**config.mk**
```make
export PLATFORM = sky130hd
export DESIGN_NAME = ordered_array_list_engine
export DESIGN_NICKNAME = d
export VERILOG_FILES = /design/src/rtl/core/oale_pkg.sv /design/src/rtl/core/oale_ctrl.sv /design/src/rtl/core/oale_dpath.sv /design/src/rtl/core/ordered_array_list_engine.sv
export SDC_FILE = /design/constraint.sdc
export NUM_CORES = 1
export LEC_CHECK = 0
export ABC_AREA = 0
export BUFFER_PORTS_ARGS = -buffer_cell sky130_fd_sc_hd__buf_2
export CORE_ASPECT_RATIO = 0.5
export CORE_MARGIN = 2
export CORE_UTILIZATION = 40
export CTS_BUF_LIST = sky130_fd_sc_hd__clkbuf_4
export DETAILED_ROUTE_END_ITERATION = 7
export PLACE_DENSITY_LB_ADDON = 0.15
export SYNTH_ARGS = -nofsm -noshare
export SYNTH_HDL_FRONTEND = slang
export SYNTH_HIERARCHICAL = 1
export SYNTH_SLANG_ARGS = --single-unit
```
**constraint.sdc**
```tcl
create_clock -name clk -period 10.8 [get_ports clk]
set_clock_uncertainty 0.05 [all_clocks]
set_input_delay 0.54 -clock clk [delete_from_list [all_inputs] [get_ports clk]]
set_output_delay 0.54 -clock clk [all_outputs]
set_load 0.02 [all_outputs]
```
**src/rtl/core/oale_pkg.sv**
```systemverilog
`timescale 1ns / 1ps

package oale_pkg;

    // Default list capacity
    localparam int DEPTH_DEF = 32;

    // Fixed field widths
    localparam int KIND_W    = 3;
    localparam int POS_W     = 6;
    localparam int VAL_W     = 32;
    localparam int STAT_W    = 2;
    localparam int CNT_OUT_W = 6;

    // Stream beat widths (fields plus zero fill to whole bytes)
    localparam int S_TDATA_W = 40;
    localparam int M_TDATA_W = 16;

    typedef enum logic [KIND_W-1:0] {
        KIND_PUSH   = 3'd0,
        KIND_INSERT = 3'd1,
        KIND_POP    = 3'd2,
        KIND_DELETE = 3'd3,
        KIND_SEARCH = 3'd4,
        KIND_MODIFY = 3'd5,
        KIND_CLEAR  = 3'd6
    } kind_t;

    typedef enum logic [STAT_W-1:0] {
        ST_OK    = 2'd0,
        ST_FULL  = 2'd1,
        ST_EMPTY = 2'd2,
        ST_RANGE = 2'd3
    } status_t;

    // What the datapath does with an accepted request
    typedef enum logic [1:0] {
        MODE_SINGLE,    // no memory walk
        MODE_UP,        // shift tail up, then write the new word
        MODE_DOWN,      // shift tail down over the removed slot
        MODE_SEARCH     // scan from slot 1 for a match
    } mode_t;

    typedef enum logic [1:0] {
        S_IDLE,
        S_CHECK,
        S_MOVE,
        S_FINISH
    } state_t;

    typedef struct packed {
        logic load;     // latch the request beat
        logic start;    // register the plan, arm walk pointers
        logic step;     // issue one memory read and advance
        logic finish;   // final write, count update, load result
    } cmd_t;

    typedef struct packed {
        mode_t plan_mode;
        logic  rem_zero;
        logic  hit;
        logic  out_busy;
    } stat_t;

endpackage

```
**src/rtl/core/oale_ctrl.sv**
```systemverilog
`timescale 1ns / 1ps

module oale_ctrl (
    input  logic            clk,
    input  logic            rst_n,
    input  logic            req_valid,
    output logic            req_ready,
    input  oale_pkg::stat_t stat,
    output oale_pkg::cmd_t  cmd
);

    oale_pkg::state_t state_reg;
    oale_pkg::state_t state_next;

    always_ff @(posedge clk or negedge rst_n)
    begin
        if (!rst_n)
        begin
            state_reg <= oale_pkg::S_IDLE;
        end
        else
        begin
            state_reg <= state_next;
        end
    end

    always_comb
    begin
        state_next = state_reg;
        unique case (state_reg)
            oale_pkg::S_IDLE:
            begin
                if (req_valid && req_ready)
                begin
                    state_next = oale_pkg::S_CHECK;
                end
            end
            oale_pkg::S_CHECK:
            begin
                if (stat.plan_mode == oale_pkg::MODE_SINGLE)
                begin
                    state_next = oale_pkg::S_FINISH;
                end
                else
                begin
                    state_next = oale_pkg::S_MOVE;
                end
            end
            oale_pkg::S_MOVE:
            begin
                // last pending write or compare lands on this edge
                if (stat.rem_zero || stat.hit)
                begin
                    state_next = oale_pkg::S_FINISH;
                end
            end
            oale_pkg::S_FINISH:
            begin
                // wait here while the previous result beat is still held
                if (!stat.out_busy)
                begin
                    state_next = oale_pkg::S_IDLE;
                end
            end
            default:
            begin
                state_next = oale_pkg::S_IDLE;
            end
        endcase
    end

    always_comb
    begin
        req_ready  = 1'b0;
        cmd        = '0;
        unique case (state_reg)
            oale_pkg::S_IDLE:
            begin
                req_ready = 1'b1;
                cmd.load  = req_valid;
            end
            oale_pkg::S_CHECK:
            begin
                cmd.start = 1'b1;
            end
            oale_pkg::S_MOVE:
            begin
                cmd.step = !stat.rem_zero && !stat.hit;
            end
            oale_pkg::S_FINISH:
            begin
                cmd.finish = !stat.out_busy;
            end
            default:
            begin
                cmd = '0;
            end
        endcase
    end

endmodule

```
**src/rtl/core/oale_dpath.sv**
```systemverilog
`timescale 1ns / 1ps

module oale_dpath #(
    parameter int DEPTH = oale_pkg::DEPTH_DEF
) (
    input  logic                              clk,
    input  logic                              rst_n,
    input  oale_pkg::cmd_t                    cmd,
    output oale_pkg::stat_t                   stat,
    input  logic [oale_pkg::KIND_W-1:0]       req_kind,
    input  logic [oale_pkg::POS_W-1:0]        req_position,
    input  logic signed [oale_pkg::VAL_W-1:0] req_value,
    output logic                              res_valid,
    input  logic                              res_ready,
    output logic [oale_pkg::STAT_W-1:0]       res_status,
    output logic                              res_found,
    output logic [oale_pkg::CNT_OUT_W-1:0]    res_found_position,
    output logic [oale_pkg::CNT_OUT_W-1:0]    res_entry_count
);

    localparam int AW = $clog2(DEPTH);
    localparam int CW = $clog2(DEPTH + 1);
    localparam int XW = ((CW > oale_pkg::POS_W) ? CW : oale_pkg::POS_W) + 1;

    logic [oale_pkg::VAL_W-1:0] mem [DEPTH];

    // request
    logic [oale_pkg::KIND_W-1:0]   kind_reg;
    logic [oale_pkg::POS_W-1:0]    pos_reg;
    logic [oale_pkg::VAL_W-1:0]    value_reg;

    // plan
    oale_pkg::mode_t               mode_reg;
    oale_pkg::status_t             status_reg;
    logic [AW-1:0]                 idx_reg;
    logic                          mod_reg;
    logic                          clr_reg;

    // walk
    logic [AW-1:0]                 src_reg;
    logic [AW-1:0]                 dst_reg;
    logic [CW-1:0]                 rem_reg;
    logic                          rd_pend_reg;
    logic [oale_pkg::VAL_W-1:0]    rdata_reg;
    logic                          found_reg;
    logic [CW-1:0]                 fpos_reg;

    logic [CW-1:0]                 count_reg;
    logic [CW-1:0]                 count_next;

    // result
    logic                          out_valid_reg;
    logic [oale_pkg::STAT_W-1:0]   out_status_reg;
    logic                          out_found_reg;
    logic [oale_pkg::CNT_OUT_W-1:0] out_fpos_reg;
    logic [oale_pkg::CNT_OUT_W-1:0] out_count_reg;

    // plan logic
    logic [XW-1:0]                 pos_x;
    logic [XW-1:0]                 cnt_x;
    logic                          is_full;
    logic                          no_entries;
    logic                          ins_bad;
    logic                          slot_bad;
    oale_pkg::mode_t               plan_mode;
    oale_pkg::status_t             plan_status;
    logic [XW-1:0]                 plan_ix;
    logic                          plan_mod;
    logic                          plan_clr;
    logic [CW-1:0]                 init_rem;
    logic [AW-1:0]                 init_src;

    logic                          hit;
    logic                          shift_wr;
    logic                          fin_wr;
    logic                          wr_en;
    logic [AW-1:0]                 wr_addr;
    logic [oale_pkg::VAL_W-1:0]    wr_data;

    assign pos_x      = XW'(pos_reg);
    assign cnt_x      = XW'(count_reg);
    assign is_full    = (cnt_x == XW'(DEPTH));
    assign no_entries = (count_reg == '0);
    assign ins_bad    = (pos_x == '0) || (pos_x > (cnt_x + XW'(1)));
    assign slot_bad   = (pos_x == '0) || (pos_x > cnt_x);

    always_comb
    begin
        plan_mode   = oale_pkg::MODE_SINGLE;
        plan_status = oale_pkg::ST_OK;
        plan_ix     = '0;
        plan_mod    = 1'b0;
        plan_clr    = 1'b0;
        unique case (oale_pkg::kind_t'(kind_reg))
            oale_pkg::KIND_PUSH:
            begin
                if (is_full)
                    plan_status = oale_pkg::ST_FULL;
                else
                    plan_mode = oale_pkg::MODE_UP;
            end
            oale_pkg::KIND_INSERT:
            begin
                priority if (is_full)
                    plan_status = oale_pkg::ST_FULL;
                else if (ins_bad)
                    plan_status = oale_pkg::ST_RANGE;
                else
                begin
                    plan_mode = oale_pkg::MODE_UP;
                    plan_ix   = pos_x - XW'(1);
                end
            end
            oale_pkg::KIND_POP:
            begin
                if (no_entries)
                    plan_status = oale_pkg::ST_EMPTY;
                else
                    plan_mode = oale_pkg::MODE_DOWN;
            end
            oale_pkg::KIND_DELETE:
            begin
                priority if (no_entries)
                    plan_status = oale_pkg::ST_EMPTY;
                else if (slot_bad)
                    plan_status = oale_pkg::ST_RANGE;
                else
                begin
                    plan_mode = oale_pkg::MODE_DOWN;
                    plan_ix   = pos_x - XW'(1);
                end
            end
            oale_pkg::KIND_SEARCH:
            begin
                if (no_entries)
                    plan_status = oale_pkg::ST_EMPTY;
                else
                    plan_mode = oale_pkg::MODE_SEARCH;
            end
            oale_pkg::KIND_MODIFY:
            begin
                priority if (no_entries)
                    plan_status = oale_pkg::ST_EMPTY;
                else if (slot_bad)
                    plan_status = oale_pkg::ST_RANGE;
                else
                begin
                    plan_mod = 1'b1;
                    plan_ix  = pos_x - XW'(1);
                end
            end
            oale_pkg::KIND_CLEAR:
            begin
                plan_clr = 1'b1;
            end
            default:
            begin
                plan_mode = oale_pkg::MODE_SINGLE;
            end
        endcase
    end

    // walk length and first source slot
    always_comb
    begin
        unique case (plan_mode)
            oale_pkg::MODE_UP:
            begin
                init_rem = CW'(cnt_x - plan_ix);
                init_src = AW'(cnt_x - XW'(1));
            end
            oale_pkg::MODE_DOWN:
            begin
                init_rem = CW'(cnt_x - plan_ix - XW'(1));
                init_src = AW'(plan_ix + XW'(1));
            end
            oale_pkg::MODE_SEARCH:
            begin
                init_rem = count_reg;
                init_src = '0;
            end
            default:
            begin
                init_rem = '0;
                init_src = '0;
            end
        endcase
    end

    assign hit = rd_pend_reg && !found_reg && (mode_reg == oale_pkg::MODE_SEARCH)
                 && (rdata_reg == value_reg);

    // single write port: shift moves during the walk, final word at finish
    assign shift_wr = rd_pend_reg && ((mode_reg == oale_pkg::MODE_UP) ||
                                      (mode_reg == oale_pkg::MODE_DOWN));
    assign fin_wr   = cmd.finish && ((mode_reg == oale_pkg::MODE_UP) || mod_reg);
    assign wr_en    = shift_wr || fin_wr;
    assign wr_addr  = shift_wr ? dst_reg : idx_reg;
    assign wr_data  = shift_wr ? rdata_reg : value_reg;

    always_comb
    begin
        unique case (mode_reg)
            oale_pkg::MODE_UP:     count_next = count_reg + CW'(1);
            oale_pkg::MODE_DOWN:   count_next = count_reg - CW'(1);
            oale_pkg::MODE_SINGLE: count_next = clr_reg ? '0 : count_reg;
            default:               count_next = count_reg;
        endcase
    end

    always_ff @(posedge clk)
    begin
        if (wr_en)
        begin
            mem[wr_addr] <= wr_data;
        end
        if (cmd.step)
        begin
            rdata_reg <= mem[src_reg];
        end
    end

    always_ff @(posedge clk or negedge rst_n)
    begin
        if (!rst_n)
        begin
            count_reg     <= '0;
            rd_pend_reg   <= 1'b0;
            out_valid_reg <= 1'b0;
        end
        else
        begin
            rd_pend_reg <= cmd.step;
            if (cmd.finish)
            begin
                count_reg     <= count_next;
                out_valid_reg <= 1'b1;
            end
            else if (res_ready)
            begin
                out_valid_reg <= 1'b0;
            end
        end
    end

    always_ff @(posedge clk)
    begin
        if (cmd.load)
        begin
            kind_reg  <= req_kind;
            pos_reg   <= req_position;
            value_reg <= req_value;
        end
        if (cmd.start)
        begin
            mode_reg   <= plan_mode;
            status_reg <= plan_status;
            idx_reg    <= AW'(plan_ix);
            mod_reg    <= plan_mod;
            clr_reg    <= plan_clr;
            src_reg    <= init_src;
            rem_reg    <= init_rem;
            found_reg  <= 1'b0;
            fpos_reg   <= '0;
        end
        if (cmd.step)
        begin
            rem_reg <= rem_reg - CW'(1);
            unique case (mode_reg)
                oale_pkg::MODE_UP:
                begin
                    dst_reg <= src_reg + AW'(1);
                    src_reg <= src_reg - AW'(1);
                end
                oale_pkg::MODE_DOWN:
                begin
                    dst_reg <= src_reg - AW'(1);
                    src_reg <= src_reg + AW'(1);
                end
                default:
                begin
                    dst_reg <= src_reg;
                    src_reg <= src_reg + AW'(1);
                end
            endcase
        end
        if (hit)
        begin
            found_reg <= 1'b1;
            fpos_reg  <= CW'(dst_reg) + CW'(1);
        end
        if (cmd.finish)
        begin
            out_status_reg <= status_reg;
            out_found_reg  <= found_reg;
            out_fpos_reg   <= oale_pkg::CNT_OUT_W'(fpos_reg);
            out_count_reg  <= oale_pkg::CNT_OUT_W'(count_next);
        end
    end

    assign stat.plan_mode = plan_mode;
    assign stat.rem_zero  = (rem_reg == '0);
    assign stat.hit       = hit;
    assign stat.out_busy  = out_valid_reg && !res_ready;

    assign res_valid          = out_valid_reg;
    assign res_status         = out_status_reg;
    assign res_found          = out_found_reg;
    assign res_found_position = out_fpos_reg;
    assign res_entry_count    = out_count_reg;

endmodule

```
**src/rtl/core/ordered_array_list_engine.sv**
```systemverilog
`timescale 1ns / 1ps

// Channel  Dir  Beat fields (low bit up)
// -------  ---  -----------------------------------------------------------
// s_*      in   tuser: kind[2:0]; tdata: position[5:0], value[37:6], zero fill
// m_*      out  tdata: status[1:0], found[2], found_position[8:3],
//                      entry_count[14:9], zero fill
//
// One request at a time. After accept, a check state registers the plan; a
// request with a memory walk then moves (push/insert/pop/delete) or reads
// (search, up to the first match) the entries in a move state, and a finish
// state loads the result; one without a walk (modify, clear, rejects) goes
// from check straight to finish. The walk is paced by the single read port of
// the entry memory, one entry per cycle, reads and shifted writes overlapped.
// Reset clears the count and the control state only; the entry memory is not
// cleared. A waiting result stalls only the finish step of the next request.

module ordered_array_list_engine #(
    parameter int DEPTH = oale_pkg::DEPTH_DEF
) (
    input  logic                             clk,
    input  logic                             rst_n,
    input  logic                             s_tvalid,
    output logic                             s_tready,
    input  logic [oale_pkg::S_TDATA_W-1:0]   s_tdata,   // position, value
    input  logic [oale_pkg::KIND_W-1:0]      s_tuser,   // kind
    output logic                             m_tvalid,
    input  logic                             m_tready,
    output logic [oale_pkg::M_TDATA_W-1:0]   m_tdata    // status, found,
                                                        // found_position, entry_count
);

    oale_pkg::cmd_t  cmd;
    oale_pkg::stat_t stat;

    logic [oale_pkg::POS_W-1:0]        req_position;
    logic signed [oale_pkg::VAL_W-1:0] req_value;

    logic [oale_pkg::STAT_W-1:0]       res_status;
    logic                              res_found;
    logic [oale_pkg::CNT_OUT_W-1:0]    res_found_position;
    logic [oale_pkg::CNT_OUT_W-1:0]    res_entry_count;

    // unpack request beat
    assign req_position = s_tdata[oale_pkg::POS_W-1:0];
    assign req_value    = s_tdata[oale_pkg::POS_W +: oale_pkg::VAL_W];

    oale_ctrl u_ctrl (
        .clk       (clk),
        .rst_n     (rst_n),
        .req_valid (s_tvalid),
        .req_ready (s_tready),
        .stat      (stat),
        .cmd       (cmd)
    );

    oale_dpath #(
        .DEPTH (DEPTH)
    ) u_dpath (
        .clk                (clk),
        .rst_n              (rst_n),
        .cmd                (cmd),
        .stat               (stat),
        .req_kind           (s_tuser),
        .req_position       (req_position),
        .req_value          (req_value),
        .res_valid          (m_tvalid),
        .res_ready          (m_tready),
        .res_status         (res_status),
        .res_found          (res_found),
        .res_found_position (res_found_position),
        .res_entry_count    (res_entry_count)
    );

    // pack result beat, one zero bit of fill on top
    assign m_tdata = {1'b0, res_entry_count, res_found_position, res_found, res_status};

endmodule

```
* Yosys cells after proc, flatten, opt, wreduce, memory -nomap -nowiden
Memory sizes are Yosys's and may differ from the RTL's. A register that Yosys moved wholly into a read port is not among the register bits. Cells that the tools add are included. Widths: inputs -> output; s select.
Word-level totals: memory bits (writable) 1024, bits in registers 100, input port bits 47, memories kept 1, logic and storage cells 140
Memories:
- u_dpath.mem | words 32, bits a word 32, rd ports 1, clocked after Yosys merged registers in 1, wr ports 1, RTL line oale_dpath.sv:25 | logic [oale_pkg::VAL_W-1:0] mem [DEPTH];
Cells by class: $add $sub $neg 12, equal/unequal tests 20, multiplexer cells 50, bitwise gates (word level) 1, order comparisons 2, reductions and logical operators 33
Operator list (count):
- $mux 6 | 9
- $pmux 6 s3 | 2
- $eq 32x32->1 | 1
- $mux 32 | 1
- $mux 2 | 13
- $sub 6x1->6 const B | 4
- $mux 5 | 4
- $pmux 5 s2 | 2
- $pmux 2 s4 | 2
- $mux 1 | 15
- $eq 2x2->1 const B | 6
- $logic_not 6->1 | 2
- $pmux 6 s2 | 1
- $add 5x1->5 const B | 2
- $pmux 2 s5 | 1
- $sub 5x1->5 const B | 2
- $eq 3x3->1 const B | 3
- $logic_and 1x1->1 | 8
- $add 6x1->7 const B | 1
- $gt 6x7->1 | 1
- $logic_not 7->1 | 1
- $add 5x1->6 const B | 1
- $add 6x1->6 const B | 1
- $eq 2x1->1 const B | 3
- 15 further kinds | 32

* Longest topological paths before layout
Gate-level depths: netlist of the first run.
depth in word-level cells 11, gate-level depth with buffers 20, gate-level depth less buffers 19

* Modules after synthesis
Netlist of the first run, hierarchy kept.
By module, submodules not included:
- oale_dpath | seq. area each 34603.2 µm², cells an instance 2076, times used 1, area an instance 45914.0 µm²
- oale_ctrl | seq. area each 50.0 µm², cells an instance 20, times used 1, area an instance 224.0 µm²
- ordered_array_list_engine | seq. area each 0.0 µm², cells an instance 3, times used 1, area an instance 18.8 µm²

* Worst setup path after synthesis of the first run
No wires, ideal clock.
kind flip-flop to flip-flop, from register u_dpath.count_reg[0], to register u_dpath.rem_reg[5], data pin, setup time 136 ps, path buffers 0, stages on the path, launching flop included 19, data arrival time 4071 ps, path slack 6544 ps, cells stage by stage dfrtp_1 -> nand3_1 -> nor3_1 -> xnor2_1 -> ha_1 -> and3_1 -> a21boi_0 -> o211ai_1 -> nand3b_1 -> and2_2 -> or2_2 -> ha_1 -> nor2b_1 -> o21a_1 -> or3_1 -> and2_1 -> or3_1 -> a211o_1 -> nand3_1
On the way: word-level cells in the longest chain between the ends 11, elaborated cells on any way between the ends 28, those cells by class 3 x add/sub; 2 x order compare; 4 x eq/ne; 16 x mux; 3 x reduce/logical
RTL lines:
- from (decl) | RTL line oale_dpath.sv:48 | logic [CW-1:0] count_reg;
- from (signal assigned) | RTL line oale_dpath.sv:236 | count_reg <= count_next;
- $add 6x1->7 | RTL line oale_dpath.sv:84 | assign ins_bad = (pos_x == '0) || (pos_x > (cnt_x + XW'(1)));
- $gt 6x7->1 | RTL line oale_dpath.sv:84
- $logic_or 1x1->1 | RTL line oale_dpath.sv:84
- $mux 6 | RTL line oale_dpath.sv:106 | else if (ins_bad)
- $mux 6 | RTL line oale_dpath.sv:104 | priority if (is_full)
- $pmux 6 s2 | RTL line oale_dpath.sv:94 | unique case (oale_pkg::kind_t'(kind_reg))
- $sub 6x6->6 | RTL line oale_dpath.sv:169, oale_dpath.sv:174
- $sub 6x1->6 | RTL line oale_dpath.sv:174 | init_rem = CW'(cnt_x - plan_ix - XW'(1));
- $pmux 6 s3 * | RTL line oale_dpath.sv:166 | unique case (plan_mode)
- $mux 6 * | RTL line oale_dpath.sv:254 | if (cmd.start)
- $mux 6 * | RTL line oale_dpath.sv:266 | if (cmd.step)
- to (signal assigned) | RTL line oale_dpath.sv:262 | rem_reg <= init_rem;
- to (signal assigned) | RTL line oale_dpath.sv:268 | rem_reg <= rem_reg - CW'(1);
- to (decl) | RTL line oale_dpath.sv:42 | logic [CW-1:0] rem_reg;
Mark *: on every way between the ends. The rest lies on a longest branch, timed or not. The select of a mux whose other input is x is not followed. A chain may end at the register's enable or synchronous reset.

* Worst setup path after layout of the first run
Same ends and word-level chain as after synthesis.

==> summary.md, run 1 <==
| Metric | Value |
|---|---|
| Outcome | `completed` |
| Final ANT Viol Nets | `0` |
| Routed wire per std cell | `~28 µm` |
| Die width | `just under 500 µm` |
| CTS tree | `built` |
| First-pass GRT wire length | `168,000 µm` |
| I/O pins | `65` |
| Crit-path cells | `inv_1, ha_1, inv_1, ha_1, nand3b_1, a21boi_0, o211ai_1, nand3b_1, and2_2, or2_2, ha_1, nor2b_1, o21a_1, o21a_1, o311ai_0, nand3_1, a41oi_1, nand3_1` |
| Pwr dens | `263 nW/µm²` |
| Mean Syn Cell Area | `~22 µm²` |
| Slew margin rel. | `32.8%` |
| Area Growth Syn to Fin | `13.9%` |
| Setup Viol. Count Final | `0` |
| Syn nets | `2,194` |
| Total GRT Usage | `20.0%` |
| Fmax | `0.202 GHz` |
| Total clock buffers created by CTS | `290` |
| Placer congestion estimate | `0.752` |
| Vias per Instance | `5.50` |
| Crit Path Class | `reg -> reg` |
| Synthesized cell area | `46,200 µm²` |
| Worst-Margin Slew | `1.01 ns` |
| Clk pin slew, worst setup/hold paths | `0.09 ns` |
| Synth Flop Type | `edfxtp_1` |
| Final hold violations | `0` |
| Register area share after synthesis | `about three quarters` |
| Yosys warnings | `6` |
| Max-cap violations | `0` |
| Max-slew violations | `0` |
| Final std cells w/o fill | `4,163` |
| Clk_lat worst skew | `around 1.3 ns` |
| Initial antenna violation count | `2` |
| Worst EP required | `11.71 ns` |
| Fillers | `about 9,700` |
| FF+latch count, synth | `1,156` |
| Slowest-stage cell, CP | `dfrtp_1` |
| Final Util | `between 40% and 50%` |
| Ys async rst share | `less than 1%` |
| Worst setup margin | `about 5.9 ns` |
| Placed insts | `3,645` |
| Unique masters post-synth | `68` |
| Number of synthesized flops with an enable pin | `1,145` |
| CTS max path bufs | `4` |
| DRC | `0` |
| Vias | `~23,000` |
| Total core area | `between 100,000 and 150,000 µm²` |
| Iter 0 DRT Violations | `2,182` |
| Mapped Cells | `2,099` |
| Vias in the first global route | `23,800` |
| Root Driver | `clkbuf_4` |
| Hold Crit Class | `in -> reg` |
| CP dominant cell by count | `ha_1` |
| Die Area | `118,000 µm²` |
| Setup crit end kind | `flop` |
| HPWL after DPL | `58,700 µm` |
| Pleak | `approximately 17 nW` |
| Area of the multi-input gates | `11,100 µm²` |
| Hold slack | `about 0.36 ns` |
| Nets | `2,588` |
| Largest net degree at the start of global routing | `102` |
| Max FO, Critical Path | `12` |
| DR pass1 iterations | `5` |
| Max reg flops | `1,024` |
| Max incr delay on CP | `0.68 ns` |
| Post-place setup slack | `5.83 ns` |
| H-tree depth | `5` |
| # rows | `88` |
| Die span in y | `244 µm` |
| VDD IR max | `between 0.15 and 0.2 mV` |
| Initial Utilization | `40.2%` |
| CP Data Arrival Time | `5.85 ns` |
| WL final | `between 100,000 and 150,000 µm` |
| Setup TNS | `0 ns` |
| Unrepaired setup endpoints after global routing | `false` |
| Post-layout minimum cycle time | `slightly below 5 ns` |
| Reg area | `34,700 µm²` |
| Clock sinks | `around 1,200` |
| Share of cells above drive strength 1 | `36.1%` |
| Final Cycle Share | `45.8%` |
| Overflow after GRT | `0` |
| IO Port Bufs | `61` |
| Startpoint Class | `flop` |
==> per-stage QoR <==
stage	power [mW]	instance area [µm²]
detailed placement	10.6	48600
global placement	10.5	48600
finish	13.8	52600
floorplan	9.18	46200
global route	14.6	52600
CTS	14.0	52600
==> timing repair <==
action                                 in CTS  in global routing
endpoints found under the hold margin      94                  0
hold buffers                               86                  0
setup endpoints to repair                   0                  0
setup buffers                               0                  0
gates resized for setup                     0                  0
==> kinds of logic after synthesis <==
logic type	Yosys count	share of synthesized area [%]
buf+inv	135	1.34
xor+xnor	63	1.20
other cells	1	0.00812
simple gates	198	2.16
mux	395	17.4
flops	1156	75.1
compound gates	103	1.46
fa+ha+maj	48	1.33
==> cell usage in the layout (no fill, tap or decap), types with 7 or more instances in the layout <==
| cell | count |
|---|---|
| edfxtp_1 | 1145 |
| clkbuf_4 | 391 |
| mux4_2 | 320 |
| dlygate4sd3_1 | 86 |
| mux2_2 | 65 |
| buf_2 | 61 |
| buf_4 | 52 |
| ha_1 | 46 |
| xnor2_1 | 45 |
| nand2_1 | 37 |
| inv_1 | 35 |
| nor2_4 | 32 |
| clkinv_1 | 29 |
| nor2_1 | 27 |
| a21oi_1 | 22 |
| nand3_1 | 21 |
| o21ai_0 | 20 |
| xor2_1 | 18 |
| nor2b_1 | 13 |
| o22ai_1 | 13 |
| nor3_1 | 13 |
| dfrtp_1 | 10 |
| nand4_1 | 9 |
| mux2i_1 | 9 |
| diode_2 | 7 |
| nand2b_1 | 7 |
==> cell usage after synthesis (14+ instances only) <==
library cell | n | share of area, %
o21ai_0 | 20 | 0.22
clkbuf_1 | 61 | 0.50
nand3_1 | 21 | 0.23
nand2_1 | 38 | 0.31
xnor2_1 | 45 | 0.85
nor2b_1 | 14 | 0.19
xor2_1 | 18 | 0.34
ha_1 | 46 | 1.2
mux2_2 | 65 | 1.6
inv_1 | 35 | 0.28
mux4_2 | 320 | 16
edfxtp_1 | 1145 | 74
buf_4 | 22 | 0.36
a21oi_1 | 23 | 0.25
nor2_1 | 59 | 0.48
==> metal layers <==
layer  wire, µm  part of all wire, %  track usage, %
met1      53400                   46            28.6
met2      55200                   47            31.0
met3       6600                  5.6            3.99
met4       2010                  1.7            6.49
met5          0                    0               0
==> critical path, delay by kind of cell, from the launching register on <==
family / cells / cell delay (ns)
AO/OA/AOI/OAI: 6 / 1.50
adder cells (fa/ha/maj): 3 / 0.87
buffers and inverters: 2 / 0.37
flip-flops: 1 / 0.68
AND/OR/NAND/NOR: 7 / 1.21
==> report_power, final <==
group / switching (mW) / internal (mW) / leakage [nW]
clock network: 1.68 / 1.69 / 1.89
registers: 0.210 / 5.87 / 10.5
logic: 2.54 / 1.85 / 4.37
total: 4.43 / 9.41 / 16.7
==> final timing paths <==
path                            depth (start not counted)            startpoint  slack, ns                       endpoint
worst min-delay path                                    4              m_tready       0.36              u_dpath/res_valid
worst max register to register                         18  u_dpath/count_reg[0]       5.85             u_dpath/rem_reg[5]
worst max-delay path                                   18  u_dpath/count_reg[0]       5.85             u_dpath/rem_reg[5]
min in group asynchronous                               3                 rst_n       0.38           u_dpath/count_reg[5]
max in group asynchronous                               3                 rst_n       9.86              u_dpath/res_valid
worst min register to register                          0   u_dpath/fpos_reg[2]       0.37  u_dpath/res_found_position[2]
==> final cells by class <==
type,instances,area share (%)
Antenna cell,7,0.0333
Multi-Input combinational cell,808,21.2
Clock inverter,34,0.343
Inverter,36,0.257
Tap cell,1530,3.64
Timing Repair Buffer,201,3.04
Sequential cell,1156,65.9
Clock buffer,391,5.58
Note: power is estimated with default switching activity, not from simulation.
==> run 2: changes to the inputs <==
clock period = 4.22 ns   (was 10.8 ns; I/O delays follow)
==> summary.md, run 2 (synthesis gave the netlist of run 1 again) <==
| Metric | Value |
|---|---|
| Slew margin rel. | `29.1%` |
| Net Switching | `11.6 mW` |
| Clock Power Share | `24.0%` |
| Clk pin slew, worst setup/hold paths | `~0.070 ns` |
| Max reg flops | `1,024` |
| Share of cells above drive strength 1 | `39.7%` |
| Slowest-stage cell, CP | `dfrtp_2` |
| Placed cell area | `49,700 µm²` |
| # rows | `88` |
| Hold Crit Class | `in -> reg` |
| Worst-Margin Slew | `about 1.1 ns` |
| Overflow after GRT | `0` |
| Vias in the first global route | `24,100` |
| Clock sinks | `1,156` |
| Placed insts | `around 3,700` |
| Max-slew violations | `0` |
| Outcome | `completed` |
| Total power | `36.4 mW` |
| Pleak | `17.4 nW` |
| Setup TNS | `0 ns` |
| Worst setup margin | `slightly below 0.1 ns` |
| DR pass1 iterations | `5` |
| Final Cycle Share | `97.7%` |
| Crit Path Class | `reg -> reg` |
| DRC | `0` |
| Fillers | `9,654` |
| Total core area | `115,000 µm²` |
| Pwr dens | `671 nW/µm²` |
| VDD IR max | `between 0.5 and 0.6 mV` |
| Total GRT Usage | `20.4%` |
| Worst EP required | `5.22 ns` |
| Die Area | `118,000 µm²` |
| Initial Utilization | `~40%` |
| Area of the multi-input gates | `11,400 µm²` |
| First-pass GRT wire length | `about 170,000 µm` |
| Nets | `~2,700` |
| Root Driver | `clkbuf_4` |
| Max incr delay on CP | `0.42 ns` |
| Post-layout minimum cycle time | `4.12 ns` |
| Leading cell types in the layout, fill and taps excluded | `1,145 x edfxtp_1, 401 x clkbuf_4, 320 x mux4_2` |
| CTS tree | `built` |
| CTS max path bufs | `4` |
| CP Data Arrival Time | `5.12 ns` |
| Initial antenna violation count | `4` |
| Largest net degree at the start of global routing | `80` |
| Fmax | `0.243 GHz` |
| WL final | `119,000 µm` |
| Vias | `23,400` |
| Final Util | `between 40 and 50%` |
| Net Sw Frac | `about a third` |
| Post-route cell area | `54,200 µm²` |
| Clk_lat worst skew | `1.25 ns` |
| Total clock buffers created by CTS | `288` |
| Reg area | `about 35,000 µm²` |
| Die span in y | `244 µm` |
| Routed wire per std cell | `27.8 µm` |
| Most common cell after layout, fill and taps aside | `edfxtp_1` |
| Vias per Instance | `5.47` |
| Setup Viol. Count Final | `0` |
| Crit-path cells | `nand3_2, nor3_2, xnor2_1, ha_1, and3_4, a21boi_1, o211ai_1, nand3b_1, and2_4, or2_4, ha_4, nor2b_2, o21a_1, or3_4, and2_4, or3_4, a211o_1, nand3_2` |
| Area Growth Syn to Fin | `17.5%` |
| IO Port Bufs | `61` |
| HPWL after DPL | `63,400 µm` |
| Cell Int Power | `between 20 and 25 mW` |
| Unrepaired setup endpoints after global routing | `true` |
| Final hold violations | `0` |
| Hold slack | `approximately 0.17 ns` |
| Logic pwr share | `33.5%` |
| H-tree depth | `5` |
| Final std cells w/o fill | `4,280` |
| Post-place setup slack | `-0.203 ns` |
| Placer congestion estimate | `0.767` |
| Iter 0 DRT Violations | `2,335` |
| I/O pins | `65` |
| Sequential share of power | `42.5%` |
| Startpoint Class | `flop` |
| Max FO, Critical Path | `5` |
| Die width | `484 µm` |
| Setup crit end kind | `flop` |
| Final ANT Viol Nets | `0` |
| Max-cap violations | `0` |
## run 2: cell types whose count changed in the layout (fill, tap and decap cells not counted), moves of 4 or more
cell and change:
clkinv_1 +14, buf_4 +41, ha_1 -11, nand3_1 -4, buf_12 +47, clkbuf_4 +10
nand3_2 +4, ha_4 +9
## run 2: area by class of cell
cell class	count	share of cell area [%]
antenna	7	0.0323
clock buffer	401	5.55
clock inverter	50	0.402
inverter	36	0.249
multi-input combinational	808	21.0
sequential	1156	63.9
tap	1530	3.53
timing repair buffer	292	5.30
## run 2: timing repair
action / CTS / global route
pin swaps: 11 / 20
resized for setup: 14 / 37
hold endpoints to repair: 116 / 0
endpoints found under the setup margin: 3 / 11
buffers inserted: 6 / 6
hold buffers: 89 / 0
gates cloned: 0 / 0
## run 2: final timing paths
kind | from | to | cells after the start | slack [ns]
worst max-delay path | u_dpath/count_reg[0] | u_dpath/rem_reg[5] | 18 | 0.1
worst min-delay path | s_tdata[17] | u_dpath/value_reg[11] | 3 | 0.17
worst max register to register | u_dpath/count_reg[0] | u_dpath/rem_reg[5] | 18 | 0.1
worst min register to register | u_dpath/fpos_reg[5] | u_dpath/res_found_position[5] | 0 | 0.37
max in group asynchronous | rst_n | u_ctrl/state_reg[0] | 4 | 3.11
min in group asynchronous | rst_n | u_dpath/count_reg[3] | 4 | 0.58
## run 2: critical path: cells and delay by family (launching register included)
family	cells	cell delay, ns
XOR/XNOR	1	0.11
AO/OA/AOI/OAI	4	0.81
adder cells (fa/ha/maj)	2	0.54
AND/OR/NAND/NOR	11	2.05
flip-flops	1	0.42
## run 2: routing by layer
metal | up-vias | part of all wire, % | global-route usage (%)
met1 | 12500 | 46 | 29.9
met4 | 4 | 2.0 | 6.81
met5 | - | 0.020 | 0
met3 | 172 | 7.1 | 4.63
met2 | 789 | 45 | 30.0
li1 | 9924 | - | -
## run 2: power by group through the flow
stage	clock [mW]	combinational, mW	sequential, mW
finish	8.75	12.2	15.5
global route	9.66	13.1	15.5
CTS	9.06	12.1	15.5
detailed placement	0	11.8	15.7
global placement	0	11.8	15.7
floorplan	0	7.88	15.6
